**config.mk**
```make
export PLATFORM = sky130hd
export DESIGN_NAME = first_fit_allocator_coalescing_unit
export DESIGN_NICKNAME = d
export VERILOG_FILES = /design/src/rtl/ffac_pkg.sv /design/src/rtl/ffac_ram.sv /design/src/rtl/ffac_apb.sv /design/src/rtl/ffac_engine.sv /design/src/rtl/first_fit_allocator_coalescing_unit.sv
export VERILOG_INCLUDE_DIRS = /design/src /design/src/rtl
export SDC_FILE = /design/constraint.sdc
export NUM_CORES = 2
export LEC_CHECK = 0
export BUFFER_PORTS_ARGS = -buffer_cell sky130_fd_sc_hd__buf_2
export CAP_MARGIN = 20
export CORE_UTILIZATION = 57
export CTS_CLUSTER_DIAMETER = 60
export DETAILED_ROUTE_END_ITERATION = 8
export HOLD_SLACK_MARGIN = 0.1
export PLACE_DENSITY = 0.81
export SLEW_MARGIN = 25
export SYNTH_ARGS = -nofsm -noshare
export SYNTH_HDL_FRONTEND = slang
export SYNTH_HIERARCHICAL = 1
export SYNTH_SLANG_ARGS = --single-unit
export TNS_END_PERCENT = 100
```
**constraint.sdc**
```tcl
create_clock -name aclk -period 6.2 [get_ports aclk]
set_input_delay 1.24 -clock aclk [delete_from_list [all_inputs] [get_ports aclk]]
set_output_delay 1.24 -clock aclk [all_outputs]
set_load 0.005 [all_outputs]
```
**src/rtl/first_fit_allocator_coalescing_unit_macros.svh**
```systemverilog
// Assertion macros for the first-fit allocator.
`ifndef FIRST_FIT_ALLOCATOR_COALESCING_UNIT_MACROS_SVH
`define FIRST_FIT_ALLOCATOR_COALESCING_UNIT_MACROS_SVH
`ifndef ASSERT_OFF
`define FFAC_ASSERT(lbl, prop, msg) \
    lbl: assert property (@(posedge aclk) disable iff (!aresetn) prop) else $error(msg);
`define FFAC_NEVER(lbl, cond, msg) \
    lbl: assert property (@(posedge aclk) disable iff (!aresetn) !(cond)) else $error(msg);
`else
`define FFAC_ASSERT(lbl, prop, msg)
`define FFAC_NEVER(lbl, cond, msg)
`endif
`endif

```
**src/rtl/ffac_pkg.sv**
```systemverilog
// Types and constants shared by the allocator modules.
`default_nettype none
package ffac_pkg;
    localparam int MAX_BLOCKS = 32;
    localparam int FREE_DEPTH = MAX_BLOCKS + 1;
    localparam int ADDR_BITS  = 16;
    localparam int LEN_W      = ADDR_BITS + 1;
    localparam int FIDX_W     = $clog2(FREE_DEPTH);
    localparam int UIDX_W     = $clog2(MAX_BLOCKS);
    localparam int CNT_W      = $clog2(FREE_DEPTH + 1);
    localparam logic [LEN_W-1:0] MEM_LIMIT = LEN_W'(1) << ADDR_BITS;

    typedef enum logic [1:0] {
        STAT_OK        = 2'd0,
        STAT_NO_SPACE  = 2'd1,
        STAT_NOT_FOUND = 2'd2,
        STAT_FULL      = 2'd3
    } status_t;

    localparam logic FUNC_ALLOC = 1'b0;
    localparam logic FUNC_FREE  = 1'b1;

    typedef struct packed {
        logic                 func;
        logic [LEN_W-1:0]     request_size;
        logic [ADDR_BITS-1:0] block_start;
    } in_word_t;

    typedef struct packed {
        logic [1:0]           status;
        logic [ADDR_BITS-1:0] alloc_addr;
        logic [LEN_W-1:0]     freed_bytes;
        logic [LEN_W-1:0]     used_bytes;
    } out_word_t;

    typedef struct packed {
        logic [ADDR_BITS-1:0] start;
        logic [LEN_W-1:0]     len;
    } extent_t;

    typedef struct packed {
        logic [LEN_W-1:0] mem_size;
        logic             init;
    } cfg_ctl_t;

    typedef enum logic [3:0] {
        ST_INIT, ST_IDLE, ST_A_RD, ST_A_CHK, ST_DROP_RD, ST_DROP_WR,
        ST_U_RD, ST_U_CHK, ST_F_RD, ST_F_CHK, ST_DECIDE,
        ST_USH_RD, ST_USH_WR, ST_MERGE, ST_INS_RD, ST_INS_WR
    } state_t;
endpackage
`default_nettype wire

```
**src/rtl/ffac_ram.sv**
```systemverilog
// Generic single-write, single-read RAM with registered read data.
`default_nettype none
module ffac_ram #(
    parameter int WIDTH = 8,
    parameter int DEPTH = 16
) (
    input  wire logic                     aclk,
    input  wire logic                     we,
    input  wire logic [$clog2(DEPTH)-1:0] waddr,
    input  wire logic [WIDTH-1:0]         wdata,
    input  wire logic [$clog2(DEPTH)-1:0] raddr,
    output logic      [WIDTH-1:0]         rdata
);
    logic [WIDTH-1:0] mem [DEPTH];

    always_ff @(posedge aclk) begin
        if (we) begin
            mem[waddr] <= wdata;
        end
        rdata <= mem[raddr];
    end
endmodule
`default_nettype wire

```
**src/rtl/ffac_apb.sv**
```systemverilog
// APB register port holding memory_size.
`default_nettype none
module ffac_apb import ffac_pkg::*; (
    input  wire logic        aclk,
    input  wire logic        aresetn,
    input  wire logic        psel,
    input  wire logic        penable,
    input  wire logic        pwrite,
    input  wire logic [1:0]  paddr,
    input  wire logic [31:0] pwdata,
    output logic      [31:0] prdata,
    output logic             pready,
    output cfg_ctl_t         cfg
);
    logic [LEN_W-1:0] mem_size_reg, mem_size_next;
    logic             init_reg;
    logic             wr;

    assign pready = 1'b1;
    assign wr     = psel && penable && pwrite && (paddr[1:0] == 2'd0 || paddr != 2'd0);

    // clamp to 1 .. 2^ADDR_BITS
    always_comb begin
        if (pwdata == 32'd0) begin
            mem_size_next = LEN_W'(1);
        end else if (pwdata > 32'(MEM_LIMIT)) begin
            mem_size_next = MEM_LIMIT;
        end else begin
            mem_size_next = pwdata[LEN_W-1:0];
        end
    end

    always_ff @(posedge aclk) begin
        if (!aresetn) begin
            mem_size_reg <= MEM_LIMIT;
            init_reg     <= 1'b0;
        end else begin
            init_reg <= wr;
            if (wr) begin
                mem_size_reg <= mem_size_next;
            end
        end
    end

    assign prdata       = 32'(mem_size_reg);
    assign cfg.mem_size = mem_size_reg;
    assign cfg.init     = init_reg;
endmodule
`default_nettype wire

```
**src/rtl/ffac_engine.sv**
```systemverilog
// Sequencer over the free-extent and used-block memories.
`default_nettype none
`include "first_fit_allocator_coalescing_unit_macros.svh"
module ffac_engine import ffac_pkg::*; (
    input  wire logic     aclk,
    input  wire logic     aresetn,
    input  wire cfg_ctl_t cfg,
    input  wire logic     in_valid,
    output logic          in_ready,
    input  wire in_word_t in_data,
    output logic          res_valid,
    input  wire logic     res_ready,
    output out_word_t     res_data
);
    state_t               state_reg, state_next;
    in_word_t             in_reg, in_next;
    logic [FIDX_W-1:0]    idx_reg, idx_next, pos_reg, pos_next, u_reg, u_next;
    logic [CNT_W-1:0]     fc_reg, fc_next, uc_reg, uc_next;
    logic [LEN_W-1:0]     ubytes_reg, ubytes_next, blen_reg, blen_next;
    extent_t              prev_reg, prev_next, cur_reg, cur_next;
    logic                 curv_reg, curv_next, jp_reg, jp_next, jn_reg, jn_next;
    out_word_t            res_reg, res_next;
    logic                 out_pend_reg, out_pend_next;

    logic                 f_we, u_we;
    logic [FIDX_W-1:0]    f_waddr, f_raddr;
    logic [UIDX_W-1:0]    u_waddr, u_raddr;
    extent_t              f_wdata, u_wdata, f_rd, u_rd;
    logic [$bits(extent_t)-1:0] f_rdata, u_rdata;

    logic [CNT_W:0]       idx_inc;
    logic [LEN_W-1:0]     prev_end;
    logic [LEN_W:0]       blk_end;
    logic                 res_stall, alloc_go;

    ffac_ram #(.WIDTH($bits(extent_t)), .DEPTH(FREE_DEPTH)) u_free_ram (
        .aclk(aclk), .we(f_we), .waddr(f_waddr), .wdata(f_wdata),
        .raddr(f_raddr), .rdata(f_rdata)
    );
    ffac_ram #(.WIDTH($bits(extent_t)), .DEPTH(MAX_BLOCKS)) u_used_ram (
        .aclk(aclk), .we(u_we), .waddr(u_waddr), .wdata(u_wdata),
        .raddr(u_raddr), .rdata(u_rdata)
    );

    assign f_rd     = extent_t'(f_rdata);
    assign u_rd     = extent_t'(u_rdata);
    assign idx_inc  = (CNT_W+1)'(idx_reg) + (CNT_W+1)'(1);
    assign prev_end = LEN_W'(prev_reg.start) + prev_reg.len;
    assign blk_end  = (LEN_W+1)'(in_reg.block_start) + (LEN_W+1)'(blen_reg);

    assign in_ready  = (state_reg == ST_IDLE) && !out_pend_reg && !cfg.init;
    assign res_valid = out_pend_reg;

    always_ff @(posedge aclk) begin
        if (!aresetn) begin
            state_reg <= ST_INIT;
            fc_reg    <= '0;
            uc_reg    <= '0;
        end else begin
            state_reg <= state_next;
            fc_reg    <= fc_next;
            uc_reg    <= uc_next;
        end
        in_reg     <= in_next;
        idx_reg    <= idx_next;
        pos_reg    <= pos_next;
        u_reg      <= u_next;
        ubytes_reg <= ubytes_next;
        blen_reg   <= blen_next;
        prev_reg   <= prev_next;
        cur_reg    <= cur_next;
        curv_reg   <= curv_next;
        jp_reg     <= jp_next;
        jn_reg     <= jn_next;
        res_reg    <= res_next;
    end

    always_ff @(posedge aclk) begin
        if (!aresetn) begin
            out_pend_reg <= 1'b0;
        end else begin
            out_pend_reg <= out_pend_next;
        end
    end

    always_comb begin
        res_data            = res_reg;
        res_data.used_bytes = ubytes_reg;
    end

    always_comb begin
        state_next    = state_reg;
        in_next       = in_reg;
        idx_next      = idx_reg;
        pos_next      = pos_reg;
        u_next        = u_reg;
        fc_next       = fc_reg;
        uc_next       = uc_reg;
        ubytes_next   = ubytes_reg;
        blen_next     = blen_reg;
        prev_next     = prev_reg;
        cur_next      = cur_reg;
        curv_next     = curv_reg;
        jp_next       = jp_reg;
        jn_next       = jn_reg;
        res_next      = res_reg;
        out_pend_next = out_pend_reg;
        f_we          = 1'b0;
        f_waddr       = idx_reg;
        f_wdata       = f_rd;
        f_raddr       = idx_reg;
        u_we          = 1'b0;
        u_waddr       = idx_reg[UIDX_W-1:0];
        u_wdata       = u_rd;
        u_raddr       = idx_reg[UIDX_W-1:0];

        case (state_reg)
            ST_INIT: begin
                f_we          = 1'b1;
                f_waddr       = '0;
                f_wdata.start = '0;
                f_wdata.len   = cfg.mem_size;
                fc_next       = CNT_W'(1);
                uc_next       = '0;
                ubytes_next   = '0;
                out_pend_next = 1'b0;
                state_next    = ST_IDLE;
            end
            ST_IDLE: begin
                // hold the finished word until the output register takes it
                if (out_pend_reg && res_ready) begin
                    out_pend_next = 1'b0;
                end
                if (in_valid && in_ready) begin
                    in_next            = in_data;
                    idx_next           = '0;
                    res_next           = '0;
                    res_next.status    = STAT_OK;
                    if (in_data.func == FUNC_FREE) begin
                        if (uc_reg == '0) begin
                            res_next.status = STAT_NOT_FOUND;
                            out_pend_next   = 1'b1;
                        end else begin
                            state_next = ST_U_RD;
                        end
                    end else if (in_data.request_size == '0 || fc_reg == '0) begin
                        res_next.status = STAT_NO_SPACE;
                        out_pend_next   = 1'b1;
                    end else begin
                        state_next = ST_A_RD;
                    end
                end
            end
            ST_A_RD: begin
                state_next = ST_A_CHK;
            end
            ST_A_CHK: begin
                if (f_rd.len >= in_reg.request_size) begin
                    if (uc_reg >= CNT_W'(MAX_BLOCKS)) begin
                        res_next.status = STAT_FULL;
                        out_pend_next   = 1'b1;
                        state_next      = ST_IDLE;
                    end else begin
                        u_we                = 1'b1;
                        u_waddr             = uc_reg[UIDX_W-1:0];
                        u_wdata.start       = f_rd.start;
                        u_wdata.len         = in_reg.request_size;
                        uc_next             = uc_reg + CNT_W'(1);
                        ubytes_next         = ubytes_reg + in_reg.request_size;
                        res_next.alloc_addr = f_rd.start;
                        if (f_rd.len == in_reg.request_size) begin
                            state_next = ST_DROP_RD;
                        end else begin
                            f_we          = 1'b1;
                            f_wdata.start = ADDR_BITS'(LEN_W'(f_rd.start)
                                                       + in_reg.request_size);
                            f_wdata.len   = f_rd.len - in_reg.request_size;
                            out_pend_next = 1'b1;
                            state_next    = ST_IDLE;
                        end
                    end
                end else if (idx_inc < (CNT_W+1)'(fc_reg)) begin
                    idx_next   = idx_inc[FIDX_W-1:0];
                    state_next = ST_A_RD;
                end else begin
                    res_next.status = STAT_NO_SPACE;
                    out_pend_next   = 1'b1;
                    state_next      = ST_IDLE;
                end
            end
            ST_DROP_RD: begin
                // pull the entries above idx down by one
                f_raddr = idx_inc[FIDX_W-1:0];
                if (idx_inc < (CNT_W+1)'(fc_reg)) begin
                    state_next = ST_DROP_WR;
                end else begin
                    fc_next       = fc_reg - CNT_W'(1);
                    out_pend_next = 1'b1;
                    state_next    = ST_IDLE;
                end
            end
            ST_DROP_WR: begin
                f_we       = 1'b1;
                idx_next   = idx_inc[FIDX_W-1:0];
                state_next = ST_DROP_RD;
            end
            ST_U_RD: begin
                state_next = ST_U_CHK;
            end
            ST_U_CHK: begin
                if (u_rd.start == in_reg.block_start) begin
                    u_next     = idx_reg;
                    blen_next  = u_rd.len;
                    idx_next   = '0;
                    prev_next  = '0;
                    state_next = ST_F_RD;
                end else if (idx_inc < (CNT_W+1)'(uc_reg)) begin
                    idx_next   = idx_inc[FIDX_W-1:0];
                    state_next = ST_U_RD;
                end else begin
                    res_next.status = STAT_NOT_FOUND;
                    out_pend_next   = 1'b1;
                    state_next      = ST_IDLE;
                end
            end
            ST_F_RD: begin
                if (CNT_W'(idx_reg) < fc_reg) begin
                    state_next = ST_F_CHK;
                end else begin
                    curv_next  = 1'b0;
                    state_next = ST_DECIDE;
                end
            end
            ST_F_CHK: begin
                if (f_rd.start < in_reg.block_start) begin
                    prev_next  = f_rd;
                    idx_next   = idx_inc[FIDX_W-1:0];
                    state_next = ST_F_RD;
                end else begin
                    cur_next   = f_rd;
                    curv_next  = 1'b1;
                    state_next = ST_DECIDE;
                end
            end
            ST_DECIDE: begin
                jp_next  = (idx_reg != '0) && (prev_end == LEN_W'(in_reg.block_start));
                jn_next  = curv_reg && (blk_end == (LEN_W+1)'(cur_reg.start));
                pos_next = idx_reg;
                if (!jp_next && !jn_next && fc_reg >= CNT_W'(FREE_DEPTH)) begin
                    res_next.status = STAT_FULL;
                    out_pend_next   = 1'b1;
                    state_next      = ST_IDLE;
                end else begin
                    idx_next   = u_reg;
                    state_next = ST_USH_RD;
                end
            end
            ST_USH_RD: begin
                u_raddr = idx_inc[UIDX_W-1:0];
                if (idx_inc < (CNT_W+1)'(uc_reg)) begin
                    state_next = ST_USH_WR;
                end else begin
                    uc_next    = uc_reg - CNT_W'(1);
                    state_next = ST_MERGE;
                end
            end
            ST_USH_WR: begin
                u_we       = 1'b1;
                idx_next   = idx_inc[FIDX_W-1:0];
                state_next = ST_USH_RD;
            end
            ST_MERGE: begin
                ubytes_next          = ubytes_reg - blen_reg;
                res_next.freed_bytes = blen_reg;
                if (jp_reg) begin
                    f_we          = 1'b1;
                    f_waddr       = pos_reg - FIDX_W'(1);
                    f_wdata.start = prev_reg.start;
                    if (jn_reg) begin
                        f_wdata.len = prev_reg.len + blen_reg + cur_reg.len;
                        idx_next    = pos_reg;
                        state_next  = ST_DROP_RD;
                    end else begin
                        f_wdata.len   = prev_reg.len + blen_reg;
                        out_pend_next = 1'b1;
                        state_next    = ST_IDLE;
                    end
                end else if (jn_reg) begin
                    f_we          = 1'b1;
                    f_waddr       = pos_reg;
                    f_wdata.start = in_reg.block_start;
                    f_wdata.len   = cur_reg.len + blen_reg;
                    out_pend_next = 1'b1;
                    state_next    = ST_IDLE;
                end else begin
                    idx_next   = fc_reg[FIDX_W-1:0];
                    state_next = ST_INS_RD;
                end
            end
            ST_INS_RD: begin
                // open a slot at pos by pushing entries up
                f_raddr = idx_reg - FIDX_W'(1);
                if (idx_reg > pos_reg) begin
                    state_next = ST_INS_WR;
                end else begin
                    f_we          = 1'b1;
                    f_waddr       = pos_reg;
                    f_wdata.start = in_reg.block_start;
                    f_wdata.len   = blen_reg;
                    fc_next       = fc_reg + CNT_W'(1);
                    out_pend_next = 1'b1;
                    state_next    = ST_IDLE;
                end
            end
            ST_INS_WR: begin
                f_we       = 1'b1;
                idx_next   = idx_reg - FIDX_W'(1);
                state_next = ST_INS_RD;
            end
            default: begin
                state_next = ST_INIT;
            end
        endcase

        if (cfg.init) begin
            state_next = ST_INIT;
        end
    end

    assign res_stall = out_pend_reg && !res_ready && !cfg.init;
    assign alloc_go  = in_valid && in_ready && in_data.func == FUNC_ALLOC
                       && in_data.request_size != '0 && fc_reg != '0;

    `FFAC_NEVER(a_fc_bound, fc_reg > CNT_W'(FREE_DEPTH), "free count above table depth")
    `FFAC_NEVER(a_uc_bound, uc_reg > CNT_W'(MAX_BLOCKS), "used count above table depth")
    `FFAC_ASSERT(a_pend_hold, res_stall |=> out_pend_reg, "result dropped")
    `FFAC_ASSERT(a_accept_busy, alloc_go |=> state_reg == ST_A_RD, "allocate did not start")
endmodule
`default_nettype wire

```
**src/rtl/first_fit_allocator_coalescing_unit.sv**
```systemverilog
// Allocate scans the free extents in order, then shifts free entries down when the chosen
// extent empties; free scans the used blocks, reads free extents to find the insert point,
// shifts used entries down, then shifts free entries down or up as the merge needs.
// A new word is taken in the cycle after the previous result moves to the output
// register; a stalled m_ready holds one word there.
// Reset: ST_INIT writes the first extent; a memory_size write blocks input until it is done.
`default_nettype none
module first_fit_allocator_coalescing_unit import ffac_pkg::*; (
    input  wire logic        aclk,
    input  wire logic        aresetn,
    input  wire logic        s_valid,
    output logic             s_ready,
    input  wire in_word_t    s_data,
    output logic             m_valid,
    input  wire logic        m_ready,
    output out_word_t        m_data,
    input  wire logic        psel,
    input  wire logic        penable,
    input  wire logic        pwrite,
    input  wire logic [1:0]  paddr,
    input  wire logic [31:0] pwdata,
    output logic      [31:0] prdata,
    output logic             pready
);
    cfg_ctl_t  cfg;
    logic      eng_ready, res_valid, res_ready;
    out_word_t res_data;
    logic      m_valid_reg, m_valid_next;
    out_word_t m_data_reg, m_data_next;

    ffac_apb u_apb (
        .aclk(aclk), .aresetn(aresetn), .psel(psel), .penable(penable),
        .pwrite(pwrite), .paddr(paddr), .pwdata(pwdata), .prdata(prdata),
        .pready(pready), .cfg(cfg)
    );

    ffac_engine u_engine (
        .aclk(aclk), .aresetn(aresetn), .cfg(cfg),
        .in_valid(s_valid), .in_ready(eng_ready), .in_data(s_data),
        .res_valid(res_valid), .res_ready(res_ready), .res_data(res_data)
    );

    // output register: load a finished word when empty or being drained
    always_comb begin
        m_valid_next = m_valid_reg;
        m_data_next  = m_data_reg;
        if (m_valid_reg && m_ready) begin
            m_valid_next = 1'b0;
        end
        if (res_valid && res_ready) begin
            m_valid_next = 1'b1;
            m_data_next  = res_data;
        end
    end

    assign res_ready = !m_valid_reg || m_ready;
    assign s_ready   = eng_ready;

    always_ff @(posedge aclk) begin
        if (!aresetn) begin
            m_valid_reg <= 1'b0;
        end else begin
            m_valid_reg <= m_valid_next;
        end
        m_data_reg <= m_data_next;
    end

    assign m_valid = m_valid_reg;
    assign m_data  = m_data_reg;
endmodule
`default_nettype wire

```
# ---- Word-level counts from Yosys, hierarchy flattened
# Memory sizes are Yosys's and may differ from the RTL's. A register that Yosys moved wholly into a read port is not among the register bits.
# Index checks and enable logic that the tools add are counted.
dict set report word_totals {
  ram_bits 2145
  wordCells 273
  ff_bits 277
  n_memories 2
}
dict set report classes {
  order_cmp 9
  eq_ne 44
  n_mux 116
  bitwise_logic 2
  reduce_logical 56
  add_sub_neg 16
}
# name depth word_bits read_ports rd_clocked_by_memory_dff wr line_no
set mem_list {}
lappend mem_list {u_engine.u_free_ram.mem 33 33 1 1 1 ffac_ram.sv:14} ;# logic [WIDTH-1:0] mem [DEPTH];
lappend mem_list {u_engine.u_used_ram.mem 32 33 1 1 1 ffac_ram.sv:14}
# op count
set op_table {}
lappend op_table {{33-bit 2-to-1 mux} 11}
lappend op_table {{33-bit case mux with 4 select lines} 1}
lappend op_table {{6-bit 2-to-1 mux} 17}
lappend op_table {{17-bit 2-to-1 mux} 5}
lappend op_table {{17-bit adder} 4}
lappend op_table {{33-bit case mux with 2 select lines} 1}
lappend op_table {{4-bit case mux with 16 select lines} 1}
lappend op_table {{6-bit case mux with 3 select lines} 3}
lappend op_table {{52-bit 2-to-1 mux} 1}
lappend op_table {{17-bit case mux with 3 select lines} 1}
lappend op_table {{6-bit case mux with 8 select lines} 1}
lappend op_table {{4-bit 2-to-1 mux} 11}
lappend op_table {{1-bit 2-to-1 mux} 34}
lappend op_table {{17-bit case mux with 2 select lines} 1}
lappend op_table {{17-bit subtractor} 2}
lappend op_table {{4-bit == test (second input constant)} 8}
lappend op_table {{32-bit by 17-bit greater-than comparator with 1-bit output (second input constant)} 1}
lappend op_table {{32-bit logical NOT} 1}
lappend op_table {{16-bit 2-to-1 mux} 2}
lappend op_table {{16-bit case mux with 2 select lines} 1}
lappend op_table {{6-bit by 1-bit subtractor with 6-bit output (second input constant)} 4}
lappend op_table {{2-bit 2-to-1 mux} 11}
lappend op_table {{2-bit != test (second input constant)} 11}
lappend op_table {{5-bit 2-to-1 mux} 4}
lappend op_table {{other kinds (49)} 106}

# ---- Logic depth before layout (Yosys ltp)
dict set report logic_depth {
  depth_word 8
  ltp_mapped 21
  ltp_nobuf 21
}

# ---- Modules after synthesis
# Netlist, hierarchy kept.
# mod cells_each area_per_inst_um2 instances seq_area_each_um2
set by_module_without_submodules {}
lappend by_module_without_submodules {{ffac_ram at u_engine.u_free_ram} 2287 43319.0 1 33362.0}
lappend by_module_without_submodules {{ffac_ram at u_engine.u_used_ram} 2332 41813.9 1 32371.0}
lappend by_module_without_submodules {ffac_engine 2116 18990.7 1 6015.8}
lappend by_module_without_submodules {first_fit_allocator_coalescing_unit 57 1619.1 1 1581.5}
lappend by_module_without_submodules {ffac_apb 128 1088.5 1 360.3}

# ---- Worst setup path before layout
# No wires, ideal clock.
dict set report synth_path {
  kind {register to register}
  start {reg u_engine.blen_reg[1]}
  end {mem u_engine/u_free_ram/mem[0][16] (netlist bit) (data pin)}
  slack_ns 0.264
  path_stages_with_launch 20
  required_ns 5.725
  setup_time_ns 0.475
  path_buffers 0
  t_arrival_ns 5.460
  path_cell_list {edfxtp_1 > ha_1 > a21oi_1 > o211ai_1 > or4_1 > nand3_1 > a21boi_0 > o21ai_0 > nand2b_1 > xor2_1 > ha_1 > a21o_1 > or3_1 > a211o_1 > a41oi_1 > xnor2_1 > nand2_1 > xnor2_1 > o2111a_1 > a211oi_1}
}
# element line_no
set synth_rtl {}
lappend synth_rtl {{from (decl)} ffac_engine.sv:19} ;# logic [LEN_W-1:0] ubytes_reg, ubytes_next, blen_reg, blen_next;
lappend synth_rtl {{from (signal assigned)} ffac_engine.sv:69} ;# blen_reg <= blen_next;
lappend synth_rtl {{to (decl)} ffac_ram.sv:14}

==> flow_metrics.py <==
metrics = {
    "outcome": {
        "outcome": "finished, final reports clean",
    },
    "floorplanning": {
        "die_x_um": 434.9,
        "start_util_pct": 57.49,
        "die_area_um2": 189200,
        "rows": 158,
        "io_pins": 162,
        "fp.coreArea_um2": 185800,
        "die_y_um": 434.9,
    },
    "timing": {
        "fin_tns_setup_ns": 0,
        "timing.final.ws_setup_ns": 0.4948,
        "layout_worst_path_cycle_share_pct": 92.02,
        "hold_viol": 0,
        "setup_viol": 0,
        "max_freq_ghz": 0.1753,
        "rsz0062_at_grt": "no",
        "min_period_ns": 5.705,
        "slew_headroom_pct": 26.54,
        "fin_worst_skew_ns": 0.09112,
        "tightestPinTransition_ns": 1.099,
        "drv_slew": 0,
    },
    "cts": {
        "clock_latency_ns": 0.95,
        "postCtsSetupBuffers": 0,
        "path_clk_slew_ns": 0.07,
        "cts_hold_buf": 0,
        "post_cts_resized": 0,
        "cts_buffers": 234,
        "cts_tree": "yes",
        "ctsRootBufferMaster": "clkbuf_16",
        "clock-sinks": 2488,
        "cts_htree_levels": 4,
        "clk_path_buf_depth": 3,
    },
    "critical_path": {
        "r2r_end": "u_engine/u_free_ram/mem[19][16]$_DFFE_PP_",
        "path_max_fanout": 33,
        "crit_family": "compound AO/OA/AOI/OAI gates",
        "reg2regPathDepth": 20,
        "cp_slowest_cell": "or4_1",
        "critPathMaxStageDelay_ns": 0.45,
        "cp-start-kind": "flip-flop",
        "cp_num_buf_inv": 1,
        "cp_data_required_time_ns": 6.88,
        "path_cells": "ha_1 -> a21oi_1 -> o211ai_1 -> or4_1 -> nand3_1 -> a21boi_0 -> o21ai_0 -> nand2b_1 -> xor2_1 -> ha_1 -> a21o_1 -> or3_1 -> a211o_1 -> a41oi_1 -> xnor2_1 -> nand2_1 -> xnor2_1 -> o2111a_1 -> a211oi_4 -> buf_4",
        "critPathKind": "flip-flop to flip-flop",
        "critPathCaptureType": "flip-flop",
        "r2r_slack_ns": 0.49,
        "arrival_ns": 6.39,
        "regToRegStartpoint": "u_engine/prev_reg[1]$_SDFFCE_PN0P_",
    },
    "yosys": {
        "ys_async_sr_fraction_pct": 0,
        "yosys.cell_count.top_type": "edfxtp_1",
        "synthCells": 6920,
        "synth.top_cells.by_area": "edfxtp_1, mux2i_1, ha_1",
        "yosysSeqAreaShare_pct": 68.98,
        "ys_top_cells_by_count": "edfxtp_1, mux2i_1, nand2_1, a21oi_1, a22oi_1",
        "synth.distinct_cells": 96,
        "ys_seq_elements": 2488,
        "synth_area_um2": 106800,
        "synth_edf_count": 2386,
        "yosys.area.top_type": "edfxtp_1",
        "avgSynthCellArea_um2": 15.44,
        "synth-main-ff-cell": "edfxtp_1",
        "yosys.area.top_type_share_pct": 67.07,
        "synth_warnings": 6,
    },
    "hold_path": {
        "holdCritPathClass": "flip-flop to flip-flop",
        "min_to": "m_data[17]$_DFFE_PP_",
        "holdPathStages": 0,
        "hold_path.startpoint": "u_engine/res_data[17]$_SDFFCE_PN0P_",
    },
    "pwr": {
        "combPwrFrac_pct": 7.4,
        "pwr-share-clk_pct": 39.9,
        "p_sw_share_pct": 23.28,
        "p_leak_uw": 0.04339,
        "ir_drop_mv": 0.2970,
        "p_seq_share_pct": 52.7,
        "p_int_uw": 27860,
        "p_per_area_nw_per_um2": 301.4,
        "p_sw_uw": 8454,
    },
    "global_routing": {
        "antenna_found_initial": 15,
        "grt_usage_pct": 30.23,
        "grt_max_degree": 117,
        "grt_pass1_vias": 64395,
        "grt_first_pass_wirelength_um": 421700,
        "gr-total-overflow": 0,
    },
    "place": {
        "place_hpwl_um": 179200,
        "dp_slack_ns": 0.6044,
        "finalWeightedCongestion": 1.028,
        "io_buffer_count": 143,
    },
    "drt": {
        "dr_total_vias": 65711,
        "wl_per_cell_um": 29.43,
        "avgViaCountPerCell": 6.605,
        "ant_nets": 0,
        "drtIter0Drc": 8873,
        "drc_errors": 0,
        "first_pass_iters": 9,
        "routed_wl_um": 292700,
    },
    "job": {
        "maxCapViolCount": 0,
    },
    "layout": {
        "largest_reg_flops": 1089,
        "fin_nets": 7507,
        "drive_above_1_share_pct": 14.68,
        "syn_to_final_growth_pct": 12.77,
        "fill_cells": 12261,
    },
}
worst max-delay path by stage:
stage	start	end	slack, ns	cells after the start
2_1_floorplan	u_engine/blen_reg[1]$_DFFE_PP_	u_engine/u_free_ram/mem[0][16]$_DFFE_PP_	0.26	19
3_3_place_gp	u_engine/prev_reg[1]$_SDFFCE_PN0P_	u_engine/u_free_ram/mem[17][16]$_DFFE_PP_	0.61	20
3_5_place_dp	u_engine/prev_reg[1]$_SDFFCE_PN0P_	u_engine/u_free_ram/mem[1][16]$_DFFE_PP_	0.60	20
4_1_cts	u_engine/prev_reg[1]$_SDFFCE_PN0P_	u_engine/u_free_ram/mem[19][16]$_DFFE_PP_	0.62	20
5_1_grt	u_engine/prev_reg[1]$_SDFFCE_PN0P_	u_engine/u_free_ram/mem[19][16]$_DFFE_PP_	0.35	20
6_report	u_engine/prev_reg[1]$_SDFFCE_PN0P_	u_engine/u_free_ram/mem[19][16]$_DFFE_PP_	0.49	20
cell families (layout without fill, tap and decap cells):
| group | after synthesis | after routing | share of synthesized area [%] |
|---|---|---|---|
| other cells | 2 | 38 | 0.007030 |
| fa+ha+maj | 192 | 192 | 2.319 |
| simple gates | 1097 | 1097 | 4.978 |
| flops | 2488 | 2488 | 68.98 |
| mux | 1126 | 1126 | 10.72 |
| compound gates | 1334 | 1334 | 9.023 |
| xor+xnor | 183 | 183 | 1.500 |
| buf+inv | 498 | 1010 | 2.479 |
routing by layer:
layer	vias up	GRT usage, %	part of all wire [%]
met5	-	0	0.017
met4	6	16.46	5.7
met3	860	6.080	11
met2	4302	48.11	47
met1	32675	39.20	36
li1	27868	-	-
final cells by class:
type                            count  area, um^2  share of cell area [%]
Clock buffer                      289        6132                   5.090
Antenna cell                       22       55.05                 0.04570
Sequential cell                  2488       73690                   61.17
Timing Repair Buffer              466        3916                   3.251
Inverter                          102       382.9                  0.3178
Tap cell                         2480        3103                   2.576
Multi-Input combinational cell   3948       31410                   26.07
Clock inverter                    153        1788                   1.484
placed cells by master (no fill, tap or decap), types with 42 or more instances in the layout:
cell type	n
nand2_1	326
a221oi_1	52
clkbuf_16	234
buf_2	143
a22o_1	133
clkbuf_1	48
nor2_4	66
xor2_1	56
and3_1	64
mux2i_1	1093
nor3_1	82
clkinv_2	50
edfxtp_1	2386
o22ai_1	45
buf_12	54
buf_4	264
xnor2_1	124
o21ai_0	141
ha_1	182
a31oi_1	54
nor2_1	151
a21o_1	55
a21oi_1	308
a22oi_1	237
nand3_1	174
inv_1	98
dfxtp_1	102
clkinv_1	42
power groups by stage:
stage	logic (uW)	clock network (uW)	registers, uW
final	2690	14500	19100
after global routing	2800	15200	19100
after CTS	2600	14600	19100
after detailed placement	2580	0	19500
after global placement	2490	0	19500
after floorplan	1530	0	19400
worst reg2reg max path: cells and delay by family (launching register included):
family          cells  cell delay, ns
fa+ha+maj           2            0.61
xor+xnor            3            0.67
buf+inv             1            0.41
compound gates      9            2.22
flops               1            0.44
simple gates        5            1.13
through the flow:
step / area (um^2) / hold WS (ns) / std cells / power (uW) / utilization, %
floorplan: 106900 / 0.4003 / 6934 / 20970 / -
global placement: 112300 / 0.4039 / 9479 / 21960 / 60.43
detailed placement: 112400 / 0.4045 / 9481 / 22050 / 60.50
CTS: 120300 / 0.4199 / 9923 / 36300 / 64.76
global route: 120500 / 0.4204 / 9943 / 37140 / 64.83
finish: 120500 / 0.4211 / 9948 / 36310 / 64.83
Note: power is estimated with default switching activity, not from simulation.
